[src/sie_pkg.sv]
// Shared types and constants for the sorted insert engine.
// Used by sie_cell, sorted_insert_engine_top and sie_checker.
package sie_pkg;

  localparam int DATA_W       = 32;
  localparam int KIND_W       = 2;
  localparam int IDX_W        = 6;
  localparam int POS_W        = 6;
  localparam int TOTAL_W      = 7;
  localparam int DEF_CAPACITY = 64;

  typedef enum logic [KIND_W-1:0] {
    KIND_INSERT = 2'd0,
    KIND_READ   = 2'd1,
    KIND_CLEAR  = 2'd2
  } kind_t;

  // Broadcast from the top level to every cell
  typedef struct packed {
    logic                     ins_en;
    logic                     clr_en;
    logic                     any_gt;
    logic signed [DATA_W-1:0] value;
    logic [IDX_W-1:0]         rd_index;
  } cell_ctrl_t;

  // Handed from one cell to its right neighbor
  typedef struct packed {
    logic                     valid;
    logic                     mark;
    logic signed [DATA_W-1:0] data;
  } cell_link_t;

  // Per-cell status gathered by the top level
  typedef struct packed {
    logic                     gt;
    logic                     onehot;
    logic                     hit;
    logic signed [DATA_W-1:0] rd_data;
  } cell_stat_t;

endpackage

[src/sie_cell.sv]
// One compare-and-shift cell: holds one entry and its valid bit.
// Depends on sie_pkg.
module sie_cell #(
  parameter int CELL_INDEX = 0
) (
  input  logic               clk,
  input  logic               rst_n,
  input  sie_pkg::cell_ctrl_t ctrl_i,
  input  sie_pkg::cell_link_t left_i,
  output sie_pkg::cell_link_t right_o,
  output sie_pkg::cell_stat_t stat_o
);
  import sie_pkg::*;

  logic                     valid_r;
  logic                     valid_nxt;
  logic signed [DATA_W-1:0] data_r;
  logic signed [DATA_W-1:0] data_nxt;
  logic                     lt;
  logic                     mark;

  // mark: this cell sits at or after the insert slot
  assign lt   = $signed(data_r) < $signed(ctrl_i.value);
  assign mark = !valid_r || (!lt && ctrl_i.any_gt);

  assign right_o.valid = valid_r;
  assign right_o.mark  = mark;
  assign right_o.data  = data_r;

  assign stat_o.gt      = valid_r && ($signed(data_r) > $signed(ctrl_i.value));
  assign stat_o.onehot  = mark && !left_i.mark;
  assign stat_o.hit     = valid_r && (int'(ctrl_i.rd_index) == CELL_INDEX);
  assign stat_o.rd_data = stat_o.hit ? data_r : '0;

  always_comb begin
    valid_nxt = valid_r;
    data_nxt  = data_r;
    if (ctrl_i.clr_en) begin
      valid_nxt = 1'b0;
    end else if (ctrl_i.ins_en) begin
      valid_nxt = left_i.valid;
      if (left_i.mark) begin
        data_nxt = left_i.data;
      end else if (mark) begin
        data_nxt = ctrl_i.value;
      end
    end
  end

  always_ff @(posedge clk) begin
    if (!rst_n) begin
      valid_r <= 1'b0;
    end else begin
      valid_r <= valid_nxt;
    end
  end

  always_ff @(posedge clk) begin
    data_r <= data_nxt;
  end

endmodule

[config.mk]
export PLATFORM = sky130hd
export DESIGN_NAME = sie_cell
export DESIGN_NICKNAME = d
export VERILOG_FILES = /design/src/sie_pkg.sv /design/src/sie_cell.sv
export SDC_FILE = /design/constraint.sdc
export NUM_CORES = 1
export LEC_CHECK = 0
export BUFFER_PORTS_ARGS = -buffer_cell sky130_fd_sc_hd__buf_2
export CORE_UTILIZATION = 44
export DETAILED_ROUTE_END_ITERATION = 7
export PLACE_DENSITY = 0.81
export SLEW_MARGIN = 15
export SYNTH_ARGS = -nofsm -noshare
export SYNTH_HDL_FRONTEND = slang
export SYNTH_SLANG_ARGS = --single-unit
[constraint.sdc]
create_clock -name clk -period 5.35 [get_ports clk]
set_clock_uncertainty 0.05 [all_clocks]
set_input_delay 0.535 -clock clk [delete_from_list [all_inputs] [get_ports clk]]
set_output_delay 0.535 -clock clk [all_outputs]
set_load 0.01 [all_outputs]
==> results.toml <==
[status]
run_status = "finished, final reports clean"

[min_path]
hold_path_depth = 2
worstHoldPathType = "input pin to flip-flop"

[power]
comb_power_share = 0.214
power.share.clock = 0.283
total_switching_power_mw = 0.1660
power.internal_mw = 0.4500
power.share.switching = 0.2694
peakVddDrop_mv = 0.1057
pwr_density_cell_nw_per_um2 = 187.5
power.static_leakage_nw = 1.781
seq_power_share = 0.503

[finish]
nFillCells = 467
n_antenna_cell = 0
layoutNonFillerInstCount = 478
multi_input_comb_area_um2 = 1276
final_net_count = 517
stdcell_area_um2 = 3286
layout.cells.most_common = "buf_2"
post_route_cells_drive_above_1_share = 0.3848
finish.utilization = 0.6313
layout-area-overhead-vs-synth_pct = 35.22
sequential_cell_area_um2 = 980.9
final_cell_mix = "buf_2 (145), nand2_1 (43), inv_1 (35), o21ai_0 (34)"

[cts]
cts_root_buf = "clkbuf_8"
cts-hold-fix-buffers = 0
clock_tree_from_tritoncts = "yes"
cts.repair.resized = 0
postCtsSetupBuffers = 0
h-tree-depth = 2
clock_path_buffers = 2
clk_pin_slew_ns = 0.07
clock_latency_on_the_worst_skew_pair_ns = 0.28
number_of_cts_inserted_buffers = 5
clock_sinks = 33

[synth]
synthesis.nets = 376
yosys_most_used_dff = "edfxtp_1"
synth_top_cells_by_area = "edfxtp_1 (40%), ha_1 (16%), and2_1 (8.2%), o21ai_0 (7.0%), nand2_1 (6.6%)"
synth_area_per_cell_um2 = 9.100
netlist_area_um2 = 2430
synth_cell_type_count = 34
post-synth-top-area-cell = "edfxtp_1"
synth_enable_flop_cells = 32
ys_seq_area_frac = 0.4037
yosysWarnings = 0
netlist.area_leader.share = 0.3955
async_reset_ff_frac = 0
synth_cells = 267
ys_ff_latch = 33

[placed_design]
dpl.cell_count = 471
numPortBuffers = 145
gp_congestion = 0.8033
placed_inst_area_um2 = 3209
detailedPlacementHpwl_um = 4742

[route]
route.final.wire_length_um = 5943
vias_per_cell = 4.776
drt_first_pass_iters = 4
post-route-drc-count = 0
drtIter0Drc = 43
final_antenna_net_count = 0
drt-wirelength-per-cell_um = 12.43
route.vias.total = 2283

[die]
floorplan.core_area_um2 = 5205
die_boundary_height_um = 76.31
io_pins = 146
fp-row-count = 26
dieArea_um2 = 5823
start_util = 0.4668
die_w_um = 76.31

[job]
max_cap_violations = 0

[sta]
tns_ns = 0
slew_headroom = 0.3777
final.period_utilization = 0.6255
rsz0062_at_grt = "false"
setup_violations = 0
hold_viol_final = 0
achievable-frequency_mhz = 298.8
number_of_pins_with_negative_max_slew_slack_in_the_final_report = 0
layout_min_cycle_time_ns = 3.347
hold_ws_ns = 0.4299
worst_pin_slew_ns = 0.9334

[worst_setup_path]
timing.critical_path.mode_cell = "a21oi_1"
slowest_delay_ns = 0.43
timing.critical_path.cells = "ha_1, a21oi_1, nand2_1, a221o_1, a211o_1, a21oi_2, mux2_4, a21oi_1, buf_2"
setup.worst_path.class = "flip-flop to primary output"
setup.worst_path.end_class = "primary output"
cp_slowest_cell = "edfxtp_1"
r2r.worst_path.cells = 9
setup.reg_to_reg.worst_slack_ns = 2.09
critical_path.startpoint_type = "flip-flop"
cp.required_ns = 4.76
data_arrival_critical_path_ns = 2.76
critical_path.max_fanout = 3

[global_route]
grt_pass1_wl_um = 10070
first_global_vias = 2256
grt_max_degree = 66
global_route.overflow_total = 0
globalRouteTotalUtil = 0.2137
antenna_found_initial = 0
final cells by class:
cell class	instances	area share
tap	70	0.02666
inverter	35	0.03998
sequential	33	0.2986
timing repair buffer	146	0.2232
clock inverter	1	0.001142
multi-input combinational	187	0.3884
clock buffer	6	0.02209
power by group through the flow:
stage	clock network, mW	logic, mW	registers (mW)
CTS	0.180	0.134	0.310
detailed placement	0	0.133	0.315
global placement	0	0.128	0.314
floorplan	0	0.0702	0.319
finish	0.175	0.132	0.310
global route	0.192	0.151	0.311
registers in the layout (all words and copies together) (netlist names):
name and count:
valid_r 1, data_r 32
per-stage QoR:
step / setup WS, ns / total power [mW]
2_1_floorplan: 1.184 / 0.3892
3_3_place_gp: 1.900 / 0.4425
3_5_place_dp: 1.833 / 0.4481
4_1_cts: 1.985 / 0.6239
5_1_grt: 1.828 / 0.6547
6_report: 2.003 / 0.6160
worst max-delay path: cells and delay by family, from the launching register on:
family / cells / cell delay, ns
simple gates: 1 / 0.07
buf+inv: 1 / 0.17
flops: 1 / 0.43
compound gates: 5 / 1.13
mux: 1 / 0.34
fa+ha+maj: 1 / 0.34
cell usage after synthesis (2+ instances only):
master    instances
a21o_1            4
edfxtp_1         32
a221oi_1          2
and2_1           32
inv_1            35
nand3_1           3
clkbuf_1          9
a21oi_1          11
o21ai_0          34
a221o_1           2
nand4_1           2
and4_1            2
ha_1             32
nor2_1            4
buf_4             2
nand2_1          43
logic make-up after synthesis:
kind of cell               share of synthesized area
xor gates and xnor gates                    0.003605
AOI/OAI and AO/OA                             0.1401
adders and majority gates                     0.1648
muxes                                        0.01493
DFF                                           0.4037
and+or+nand+nor                               0.1972
buffers and inverters                        0.07569
layer usage:
layer	wire, um	GRT usage	part of all wire
met1	2610	0.2460	0.44
met3	271	0.03353	0.046
met4	57	0.06538	0.0096
met2	3005	0.4018	0.51
met5	0	0	0
path summary, 6_finish.rpt:
path | startpoint | endpoint
min | ctrl_i[39] | valid_r
min reg2reg | valid_r | valid_r
max | data_r[14] | stat_o[33]
max reg2reg | data_r[14] | data_r[21]
No activity file was read; power rests on OpenSTA's default activity.
